<file path="src/nbgv_pkg.sv">
// Package for the gravity velocity step core: item types, codes and widths.
// Used by every module under src; depends on nothing.
`timescale 1ns / 1ps
package nbgv_pkg;

  typedef struct packed {
    logic [1:0]         mode;
    logic signed [31:0] vec_x;
    logic signed [31:0] vec_y;
    logic signed [31:0] vec_z;
    logic [23:0]        other_mass;
  } in_item_t;

  typedef struct packed {
    logic signed [31:0] vel_x;
    logic signed [31:0] vel_y;
    logic signed [31:0] vel_z;
    logic signed [31:0] pos_x;
    logic signed [31:0] pos_y;
    logic signed [31:0] pos_z;
    logic               saturated;
  } out_item_t;

  localparam logic [1:0] MODE_ACC = 2'd0;
  localparam logic [1:0] MODE_ADV = 2'd1;
  localparam logic [1:0] MODE_LDP = 2'd2;
  localparam logic [1:0] MODE_LDV = 2'd3;

  localparam logic [1:0] CFG_GRAV = 2'd0;
  localparam logic [1:0] CFG_STEP = 2'd1;
  localparam logic [1:0] CFG_MASS = 2'd2;

  localparam logic [2:0] K_GRAV = 3'd0;
  localparam logic [2:0] K_ADV  = 3'd1;
  localparam logic [2:0] K_LDP  = 3'd2;
  localparam logic [2:0] K_LDV  = 3'd3;
  localparam logic [2:0] K_HOLD = 3'd4;

  typedef struct packed {
    logic [2:0] kind;
    in_item_t   item;
  } q_entry_t;

  localparam int MUL_AW = 49;
  localparam int MUL_BW = 64;
  localparam int MUL_PW = 98;
  localparam int DIV_NW = 49;
  localparam int DIV_DW = 64;

endpackage

</file>
<file path="src/nbgv_fifo_top_note.sv">
// Output holding stage: keeps the last result item for the top level port.
// Depends on nbgv_pkg.
`timescale 1ns / 1ps
module nbgv_fifo_top_note (
  input  logic                clk,
  input  logic                rst,
  input  logic                in_valid,
  output logic                in_ready,
  input  nbgv_pkg::out_item_t in_item,
  output logic                out_valid,
  input  logic                out_ready,
  output nbgv_pkg::out_item_t out_item
);
  import nbgv_pkg::*;

  assign in_ready = !out_valid || out_ready;

  always_ff @(posedge clk) begin
    if (in_valid && in_ready) begin
      out_item <= in_item;
    end
  end

  always_ff @(posedge clk) begin
    if (rst) begin
      out_valid <= 1'b0;
    end else if (in_ready) begin
      out_valid <= in_valid;
    end
  end

endmodule

</file>
<file path="config.mk">
export PLATFORM = sky130hd
export DESIGN_NAME = nbgv_fifo_top_note
export DESIGN_NICKNAME = d
export VERILOG_FILES = /design/src/nbgv_pkg.sv /design/src/nbgv_fifo_top_note.sv
export SDC_FILE = /design/constraint.sdc
export NUM_CORES = 1
export LEC_CHECK = 0
export ABC_AREA = 1
export BUFFER_PORTS_ARGS = -buffer_cell sky130_fd_sc_hd__clkbuf_2
export CAP_MARGIN = 20
export CORE_AREA = 2 2 154 156
export CTS_CLUSTER_SIZE = 10
export DETAILED_ROUTE_END_ITERATION = 7
export DIE_AREA = 0 0 156 158
export PLACE_DENSITY = 0.64
export SLEW_MARGIN = 20
export SYNTH_ARGS = -nofsm -noshare
export SYNTH_HDL_FRONTEND = slang
export SYNTH_SLANG_ARGS = --single-unit
</file>
<file path="constraint.sdc">
create_clock -name clk -period 17 [get_ports clk]
set_input_delay 1.7 -clock clk [delete_from_list [all_inputs] [get_ports clk]]
set_output_delay 1.7 -clock clk [all_outputs]
set_load 0.005 [all_outputs]
</file>
==> After elaboration in Yosys (flattened, before gate mapping) <==
Cells that the tools add are included.
{ "totals": {"elab_cells": 11, "input_bits": 197, "out_inout_bits": 195, "ff_bits": 194} }
{ "classes": {"reduce_logical": 3} }
{ "ops": {"columns": ["op", "n"], "rows": [
  ["1-bit logical AND", 1],
  ["1-bit logical NOT", 1],
  ["1-bit logical OR", 1]
]} }

==> Depth between registers and ports, before layout <==
{ "logic_depth": {"word_depth": 3, "mapped_depth": 3, "depth_no_buf": 3} }

==> Worst setup path after synthesis <==
Ideal clock, no wire load.
{ "synth_timing": {"kind": "input -> register", "startpoint": "input in_valid", "endpoint": "register out_item[0] (netlist name) (enable)", "n_path_buf": 0, "setup_slack_ps": 5159, "t_arrival_ps": 11031, "required_time_ps": 16191, "path_stages": 2, "setup_time_ps": 809, "cell_sequence": "inv_1 -> a21oi_1"} }
{ "synth_via": {"elab_chain_cells": 1} }
{ "synth_rtl": {"columns": ["item", "line_no", "text"], "rows": [
  ["from (decl)", "nbgv_fifo_top_note.sv:7", "input logic in_valid,"],
  ["1-bit logical AND", "nbgv_fifo_top_note.sv:19", "if (in_valid && in_ready) begin"],
  ["to (signal assigned)", "nbgv_fifo_top_note.sv:20", "out_item <= in_item;"],
  ["to (decl)", "nbgv_fifo_top_note.sv:12", "output nbgv_pkg::out_item_t out_item"]
]} }
No other way between the ends.
A chain may end at the register's enable or synchronous reset.

==> Worst setup path in the final report <==
{ "layout_timing": {"startpoint": "input out_ready", "endpoint": "output in_ready"} }
{ "layout_via": {"elab_chain_cells": 1} }
{ "layout_rtl": {"columns": ["item", "line_no", "text"], "rows": [
  ["from (decl)", "nbgv_fifo_top_note.sv:11", "input logic out_ready,"],
  ["1-bit logical OR", "nbgv_fifo_top_note.sv:16", "assign in_ready = !out_valid || out_ready;"],
  ["to (decl)", "nbgv_fifo_top_note.sv:8", "output logic in_ready,"]
]} }
No other way between the ends.

==> results.py <==
metrics = {
    "synth": {
        "syn_area_per_cell_um2": 29.4,
        "ys_ff_latch": 194,
        "synth_top_area_cell": "edfxtp_1",
        "synth_nets": 396,
        "synth.area.top_cells": "edfxtp_1 99%, dfxtp_1 0.34%, a21oi_2 0.15%",
        "synth_most_common_cell": "edfxtp_1",
        "synthFlopType": "edfxtp_1",
        "synth_xor_area_share_pct": 0,
        "synth-simple-area-share_pct": 0.107,
        "yosysWarnings": 0,
        "synth_top_area_share_pct": 99.2,
        "synth_fa_ha_area_share_pct": 0,
        "muxShareOfSynthArea_pct": 0,
        "synth_edf_count": 193,
        "syn_area_um2": 5840,
        "yosysSeqAreaShare_pct": 99.5,
        "syn_inst": 199,
        "synth_compound_area_share_pct": 0.236,
        "synth_top_family_by_area": "compound AO/OA/AOI/OAI gates",
        "synth_cell_types": 7,
        "async_reset_ff_share_pct": 0,
    },
    "floorplan": {
        "dieArea_um2": 24600,
        "num_rows": 56,
        "die_w_um": 156,
        "io_pins": 392,
        "design.core.area_um2": 23100,
        "start_util_pct": 25.3,
        "die_y_um": 158,
    },
    "cells_and_area": {
        "area_delta_synth_final_pct": 49.7,
        "design_area_um2": 8750,
        "fin_nets": 809,
        "antenna-diode-count": 0,
        "nFillCells": 2183,
        "layout-drive-gt1-share_pct": 68.4,
    },
    "place": {
        "place_hpwl_um": 12100,
        "place.gp.congestion": 0.765,
        "placed_cell_area_um2": 8200,
        "numPortBuffers": 391,
    },
    "clock_tree": {
        "cts_resized": 0,
        "cts_sinks": 194,
        "insertion_delay_ps": 420,
        "ctsLongestPathBuffers": 2,
        "cts_buffers": 17,
        "cts-root-buf": "clkbuf_16",
        "clk_pin_slew_ps": 70,
        "post_cts_buffers": 0,
        "cts_tree": "yes",
        "cts-htree-levels": 4,
        "postCtsHoldBufs": 0,
    },
    "power": {
        "finalPower_mw": 1.01,
        "power_leakage_nw": 3.80,
        "power_density_nw_per_um2": 115,
        "vdd_drop_max_uv": 51.8,
    },
    "routing": {
        "detail_route.wl_per_cell_um": 16.8,
        "vias": 3542,
        "ant_nets": 0,
        "drc": 0,
        "viasPerCell": 3.88,
        "firstDrtPassIters": 4,
        "wirelength_um": 15300,
        "drtIter0Drc": 145,
    },
    "timing": {
        "tightest_slew_ps": 1020,
        "clock_skew_ps": 7.41,
        "setup_viol": 0,
        "hold_violations": 0,
        "rsz0062_at_grt": "false",
        "max-slew-margin-rel_pct": 31.9,
        "fin_crit_sh_pct": 21.9,
        "finalMaxSlewViolations": 0,
        "final.setup.tns_ps": 0,
        "fin_crit_ps": 3730,
        "max_freq_mhz": 268,
    },
    "global_route": {
        "grt_pass1_vias": 3546,
        "grt_use_met1_pct": 13.0,
        "grt_overflow_total": 0,
        "grt_pass1_wl_um": 20800,
        "met2_usage_pct": 20.1,
        "busiest_layer": "met2",
        "grtUsageMet3_pct": 5.69,
        "antenna_found_initial": 1,
        "globalRouteTotalUtil_pct": 11.8,
        "grt_max_degree": 80,
    },
    "setup_path": {
        "end_kind": "primary output",
        "critPathKind": "input port to primary output",
        "crit_fanout": 2,
        "start_kind": "input port",
        "crit_arrival_ps": 2030,
        "crit_required_ps": 15300,
    },
    "run": {
        "drv_cap": 0,
    },
    "min_path": {
        "holdCritPathClass": "register to register",
    },
    "outcome": {
        "status": "finished, final reports clean",
    },
}
## cells in the final DEF, fill, tap and decap left out
master and count:
a21oi_4 1, a21oi_2 1, clkbuf_2 391, clkinv_1 1, clkbuf_16 17, inv_8 3
dfxtp_1 1, inv_6 2, edfxtp_1 193, buf_4 3, clkinv_8 1, inv_1 1
inv_2 1, clkbuf_1 1, nand2_2 1, clkinv_4 6
## area by class of cell
type | count | area [um2] | share of cell area [%]
Sequential cell | 194 | 5820 | 66.5
Clock inverter | 13 | 124 | 1.42
Clock buffer | 18 | 429 | 4.90
Tap cell | 290 | 363 | 4.15
Timing Repair Buffer | 394 | 1980 | 22.6
Inverter | 2 | 7.51 | 0.0858
Multi-Input combinational cell | 3 | 31.3 | 0.358
## report_power, final
group	internal, mW	total [mW]	switching (mW)
logic	0.0328	0.0670	0.0341
clock network	0.193	0.372	0.180
registers	0.560	0.567	0.00748
## worst max-delay path: stages
cell and delay [ps]:
clkbuf_2 80, inv_2 70, nand2_2 60, clkbuf_2 110
## logic make-up (layout without fill, tap and decap cells)
family,count (synthesis),in the layout
flops,194,194
buf+inv,2,427
compound gates,2,2
simple gates,1,1
## routing by layer
layer	vias to the layer above	part of all wire [%]
li1	1636	-
met1	1687	37
met2	207	51
met3	10	10
met4	2	1.1
met5	-	0.085
## final timing paths
| path | from | cells after the start | slack [ps] | end |
|---|---|---|---|---|
| max reg2reg | out_valid | 3 | 14600 | out_item[143] |
| min | out_valid | 2 | 540 | out_valid |
| min reg2reg | out_valid | 2 | 540 | out_valid |
| max | out_ready | 4 | 13270 | in_ready |
## registers in the layout, summed over array words and instances, names as in the netlist
name / flops
out_item: 193
out_valid: 1
## metrics by stage
| step | instances | util, % | setup slack, ps | hold WS [ps] |
|---|---|---|---|---|
| floorplan | 199 | - | 5160 | 492 |
| global placement | 883 | 35.6 | 13160 | 517 |
| detailed placement | 883 | 35.6 | 13100 | 529 |
| CTS | 914 | 38.0 | 13270 | 543 |
| global route | 914 | 38.0 | 13250 | 572 |
| finish | 914 | 38.0 | 13270 | 538 |
(Power assumes the default switching activity.)
