===== src/nbgv_pkg.sv =====
// Package for the gravity velocity step core: item types, codes and widths.
// Used by every module under src; depends on nothing.
`timescale 1ns / 1ps
package nbgv_pkg;

  typedef struct packed {
    logic [1:0]         mode;
    logic signed [31:0] vec_x;
    logic signed [31:0] vec_y;
    logic signed [31:0] vec_z;
    logic [23:0]        other_mass;
  } in_item_t;

  typedef struct packed {
    logic signed [31:0] vel_x;
    logic signed [31:0] vel_y;
    logic signed [31:0] vel_z;
    logic signed [31:0] pos_x;
    logic signed [31:0] pos_y;
    logic signed [31:0] pos_z;
    logic               saturated;
  } out_item_t;

  localparam logic [1:0] MODE_ACC = 2'd0;
  localparam logic [1:0] MODE_ADV = 2'd1;
  localparam logic [1:0] MODE_LDP = 2'd2;
  localparam logic [1:0] MODE_LDV = 2'd3;

  localparam logic [1:0] CFG_GRAV = 2'd0;
  localparam logic [1:0] CFG_STEP = 2'd1;
  localparam logic [1:0] CFG_MASS = 2'd2;

  localparam logic [2:0] K_GRAV = 3'd0;
  localparam logic [2:0] K_ADV  = 3'd1;
  localparam logic [2:0] K_LDP  = 3'd2;
  localparam logic [2:0] K_LDV  = 3'd3;
  localparam logic [2:0] K_HOLD = 3'd4;

  typedef struct packed {
    logic [2:0] kind;
    in_item_t   item;
  } q_entry_t;

  localparam int MUL_AW = 49;
  localparam int MUL_BW = 64;
  localparam int MUL_PW = 98;
  localparam int DIV_NW = 49;
  localparam int DIV_DW = 64;

endpackage


===== src/nbgv_front.sv =====
// Front end: accepts input items, tags each with the work it needs and
// holds them in a two-entry queue for the back end. Depends on nbgv_pkg.
`timescale 1ns / 1ps
module nbgv_front (
  input  logic              clk,
  input  logic              rst,
  input  logic              in_valid,
  output logic              in_ready,
  input  nbgv_pkg::in_item_t in_item,
  input  logic [23:0]       own_mass,
  output logic              q_valid,
  input  logic              q_ready,
  output nbgv_pkg::q_entry_t q_entry
);
  import nbgv_pkg::*;

  q_entry_t   slots [2];
  logic       wr_ptr;
  logic       rd_ptr;
  logic [1:0] count;
  q_entry_t   entry;
  logic       push;
  logic       pop;

  always_comb begin
    entry.item = in_item;
    case (in_item.mode)
      MODE_ACC: entry.kind = (own_mass == 24'd0) ? K_HOLD : K_GRAV;
      MODE_ADV: entry.kind = K_ADV;
      MODE_LDP: entry.kind = K_LDP;
      default:  entry.kind = K_LDV;
    endcase
  end

  assign in_ready = (count != 2'd2);
  assign q_valid  = (count != 2'd0);
  assign q_entry  = slots[rd_ptr];
  assign push     = in_valid && in_ready;
  assign pop      = q_valid && q_ready;

  always_ff @(posedge clk) begin
    if (push) begin
      slots[wr_ptr] <= entry;
    end
  end

  always_ff @(posedge clk) begin
    if (rst) begin
      wr_ptr <= 1'b0;
      rd_ptr <= 1'b0;
      count  <= 2'd0;
    end else begin
      if (push) begin
        wr_ptr <= ~wr_ptr;
      end
      if (pop) begin
        rd_ptr <= ~rd_ptr;
      end
      count <= count + 2'(push) - 2'(pop);
    end
  end

endmodule


===== config.mk =====
export PLATFORM = sky130hd
export DESIGN_NAME = nbgv_front
export DESIGN_NICKNAME = d
export VERILOG_FILES = /design/src/nbgv_pkg.sv /design/src/nbgv_front.sv
export SDC_FILE = /design/constraint.sdc
export NUM_CORES = 1
export LEC_CHECK = 0
export ABC_AREA = 0
export BUFFER_PORTS_ARGS = -buffer_cell sky130_fd_sc_hd__buf_2
export CAP_MARGIN = 0
export CORE_ASPECT_RATIO = 0.9
export CORE_MARGIN = 5
export CORE_UTILIZATION = 56
export CTS_CLUSTER_DIAMETER = 60
export DETAILED_ROUTE_END_ITERATION = 8
export PLACE_DENSITY = 0.85
export SETUP_SLACK_MARGIN = 0.1
export SYNTH_ARGS = -nofsm -noshare
export SYNTH_HDL_FRONTEND = slang
export SYNTH_SLANG_ARGS = --single-unit
export TNS_END_PERCENT = 100

===== constraint.sdc =====
create_clock -name clk -period 9.3 [get_ports clk]
set_clock_uncertainty 0.1 [all_clocks]
set_input_delay 1.86 -clock clk [delete_from_list [all_inputs] [get_ports clk]]
set_output_delay 1.86 -clock clk [all_outputs]
set_load 0.01 [all_outputs]

==> Word level (Yosys, flattened, before mapping) <==
Memory sizes are Yosys's and may differ from the RTL's. A register that Yosys moved wholly into a read port is not among the register bits.
Index checks and enable logic that the tools add are counted.
{ "classes": {"n_mux": 6, "n_eq_ne": 3, "bitwise": 2, "n_reduce_logical": 5, "n_addsub": 2} }
{ "ops": {"columns": ["op", "n"], "rows": [
  ["$logic_not 24->1", 1],
  ["$pmux 3 s3", 1],
  ["$mux 1", 4],
  ["$mux 3", 1],
  ["$add 2x1->2", 1],
  ["$eq 2x1->1 const B", 1],
  ["$eq 2x2->1 const B", 1],
  ["$logic_and 1x1->1", 2],
  ["$logic_not 2->1", 1],
  ["$ne 2x2->1 const B", 1],
  ["$not 1->1", 2],
  ["$reduce_bool 2->1", 1],
  ["$sub 2x1->2", 1]
]} }
{ "totals": {"register_bits": 4, "mem_count": 1, "ram_bits": 250} }
{ "memory_table": {"columns": ["memory", "words", "word_bits", "read_ports", "rd_clocked_by_memory_dff", "write_ports", "line", "text"], "rows": [
  ["slots", 2, 125, 1, 1, 1, "nbgv_front.sv:17", "q_entry_t slots [2];"]
]} }

==> Longest topological paths before layout <==
{ "logic_depth": {"depth_word": 4, "mapped_depth": 6, "ltp_nobuf": 6} }

==> Least setup slack after synthesis <==
OpenSTA, ideal clock, no wires.
{ "synth_path": {"path_kind": "input port to flip-flop", "start": "in in_valid", "end": "mem slots[1][0] (netlist bit) (enable)", "n_path_buf": 0, "arrival_time_ps": 4789, "setup_time_ps": 500, "slack_ps": 3911, "path_stages": 1, "cell_sequence": "and3_1"} }
{ "synth_via": {"elab_chain_len": 3} }
{ "synth_lines": {"columns": ["item", "line", "text"], "rows": [
  ["start, declared", "nbgv_front.sv:7", "input logic in_valid,"],
  ["$logic_and 1x1->1", "nbgv_front.sv:38", "assign push = in_valid && in_ready;"],
  ["$mux 1", "nbgv_front.sv:42", "if (push) begin"],
  ["$mux 1 (not written as such)", "nbgv_front.sv:43", "slots[wr_ptr] <= entry;"],
  ["end, declared", "nbgv_front.sv:17", null]
]} }
Every way passes these cells.

==> reports/results.tsv <==
stage	metric	value	unit
cts	root buffer cell	clkbuf_16	
job	maxcap violations	0	
cts	hold_buf cts	0	
status	run status	finished, final reports clean	
setup_path	Setup CP Type	reg -> out	
detailed_routing	DRT met1 WL	7450	um
cells_and_area	Final nets	872	
cts	Resize count post-CTS	0	
cts	CTS tree	built	
synthesis	leading area contributor after synthesis	edfxtp_1	
detailed_routing	initial DRC count	260	
detailed_routing	Post-DRT Antenna Nets	0	
cts	Setup Buffers After CTS	0	
setup_path	CP Launch Type	register	
sta	fmax	0.203	GHz
global_routing	initial antenna violation count	4	
sta	Slew @ Worst Pin	1.09	ns
power_and_ir_drop	Seq pwr share	48.0	%
cells_and_area	area growth from synthesis to layout	25.1	%
sta	# setup viols final	0	
cts	Reg clk slew, reported paths	0.06	ns
power_and_ir_drop	Internal	0.00229	W
detailed_routing	post-DR wirelength/cell	19.8	um
power_and_ir_drop	Lkg Pwr	4.58	nW
power_and_ir_drop	Clk pwr share	32.0	%
die	cell row count	45	
synthesis	Yosys warning total	0	
cells_and_area	layout cells sized above 1	60.1	%
synthesis	Syn Nets	581	
die	core area	16800	um^2
synthesis	post-synthesis cell area	9540	um^2
synthesis	Post-synth top cells	edfxtp_1, mux2_2, mux2_4	
sta	final setup margin	4.38	ns
detailed_routing	met3 routed WL	1500	um
die	Die X	148	um
setup_path	CP Capture Type	output pin	
detailed_routing	Avg Vias per Cell	5.25	
sta	final worst path period need	4.92	ns
global_routing	first-pass GRT wire length	28600	um
die	total die area	19700	um^2
placed_design	DP Worst Slack	4.87	ns
sta	final worst path period share	52.9	%
detailed_routing	via count	5015	
detailed_routing	drt first pass iters	4	
synthesis	area share of the largest cell type after synthesis	78.7	%
die	Die Y	134	um
cts	# clock sinks	255	
cells_and_area	# fillers	1038	
global_routing	vias in the first global route	5441	
synthesis	sequential fraction of the synthesis area	79.8	%
power_and_ir_drop	Sw Ratio	24.6	%
synthesis	ys flop type	edfxtp_1	
synthesis	Area contributors post-synth	edfxtp_1, mux2_2, mux2_4	
synthesis	Post-synth ARST share	0	%
synthesis	Post-synth EDFFs	250	
detailed_routing	uppermost layer routed	met5	
setup_path	Worst Path Required	7.34	ns
cts	total CTS buffers	26	
synthesis	number of synthesized register bits	255	
power_and_ir_drop	net load switching power	0.000750	W
synthesis	Distinct cells, synth	26	
sta	Hold Violations, Final	0	
setup_path	Max Fanout on Critical Path	67	
power_and_ir_drop	peak supply drop	0.000214	V
placed_design	Buffers on Ports	276	
cts	CTS H-tree lvls	1	
sta	relative slew slack	27.1	%
sta	Slew Limit Fails	0	
synthesis	Mean Syn Cell Area	22.2	um^2
power_and_ir_drop	total power	0.00304	W
die	io pins	277	
sta	Setup TNS	0	ns
global_routing	GRT Residual Overflow	0	
power_and_ir_drop	PwrDens	255	nW/um^2
die	Starting Density	56.8	%
cts	clock insertion delay at the later pin of the skew report	0.51	ns
synthesis	top-count cell post-synth	edfxtp_1	
hold_path	worst hold path class	reg -> reg	
setup_path	WP data arrival	2.96	ns
synthesis	Syn Inst Count	430	
sta	RSZ-0062 raised after global routing	false	
cells_and_area	Finished Cell Area	11900	um^2
global_routing	Total GRT Usage	18.3	%
placed_design	Placed Instance Area	11100	um^2
cts	Max Root-Sink Buffers	3	
power_and_ir_drop	Comb power frac	20.0	%
placed_design	gpl congestion	0.772	
global_routing	largest net degree at the start of global routing	75	
detailed_routing	metal2 WL	9530	um
detailed_routing	DR DRC count	0	
placed_design	dpl hpwl	12900	um
detailed_routing	Post-Route WL	18900	um
metrics by stage:
stage / cells / hold slack [ns] / util [%]
floorplan: 430 / 0.372 / -
global placement: 904 / 0.388 / 66.1
detailed placement: 904 / 0.400 / 66.1
CTS: 952 / 0.420 / 71.0
global route: 954 / 0.449 / 71.1
finish: 955 / 0.412 / 71.1
metal layers:
layer	vias up	global-route usage, %
met5	-	0
met4	4	4.71
met3	35	5.37
met2	214	32.2
met1	2461	22.3
li1	2301	-
path summary, 6_finish.rpt:
kind         startpoint      endpoint  slack (ns)  depth (start not counted)
max            register   q_entry[55]        4.38                          3
max reg2reg    count[0]  slots[0][93]        6.46                          4
min              rd_ptr      register        0.41                          2
min reg2reg      rd_ptr      register        0.41                          2
power by group through the flow:
| stage | logic, W | registers (W) | clock network (W) |
|---|---|---|---|
| floorplan | 0.000426 | 0.00145 | 0 |
| global placement | 0.000599 | 0.00148 | 0 |
| detailed placement | 0.000614 | 0.00149 | 0 |
| CTS | 0.000619 | 0.00146 | 0.000996 |
| global route | 0.000650 | 0.00147 | 0.00105 |
| finish | 0.000609 | 0.00146 | 0.000974 |
state kept, by name, indices dropped and copies added (netlist names), named ones only:
name / cells
slots: 250
wr_ptr: 1
rd_ptr: 1
count: 2
cell usage in the layout, fill, tap and decap left out, drive strengths merged, types with 2 or more instances in the layout:
| master | instances |
|---|---|
| buf | 279 |
| edfxtp | 250 |
| mux2 | 126 |
| clkbuf | 38 |
| nor2 | 7 |
| nor4 | 6 |
| clkinv | 6 |
| dfxtp | 5 |
| diode | 3 |
| nor2b | 3 |
| clkinvlp | 3 |
| nand3 | 2 |
| o21ai | 2 |
| a21bo | 2 |
logic make-up after synthesis:
family / count (synthesis) / share of synthesized area (%)
buffers and inverters: 17 / 1.31
adder cells (fa/ha/maj): 1 / 0.131
AO/OA/AOI/OAI: 7 / 0.538
flip-flops: 255 / 79.8
XOR/XNOR: 1 / 0.0919
AND/OR/NAND/NOR: 23 / 1.31
multiplexers: 126 / 16.8
final cells by class:
class,count,area [um^2],share of cell area [%]
timing repair buffer,279,1400,11.8
sequential,255,7610,63.8
tap,211,264,2.21
antenna,3,7.51,0.0629
clock buffer,38,747,6.26
multi-input combinational,158,1810,15.2
clock inverter,10,77.6,0.650
inverter,1,6.26,0.0525
critical path: stages (launching register included):
cell and delay [ns]:
dfxtp_4 0.85, buf_4 0.91, mux2_2 0.43, buf_2 0.15
No activity file was read; power rests on OpenSTA's default activity.
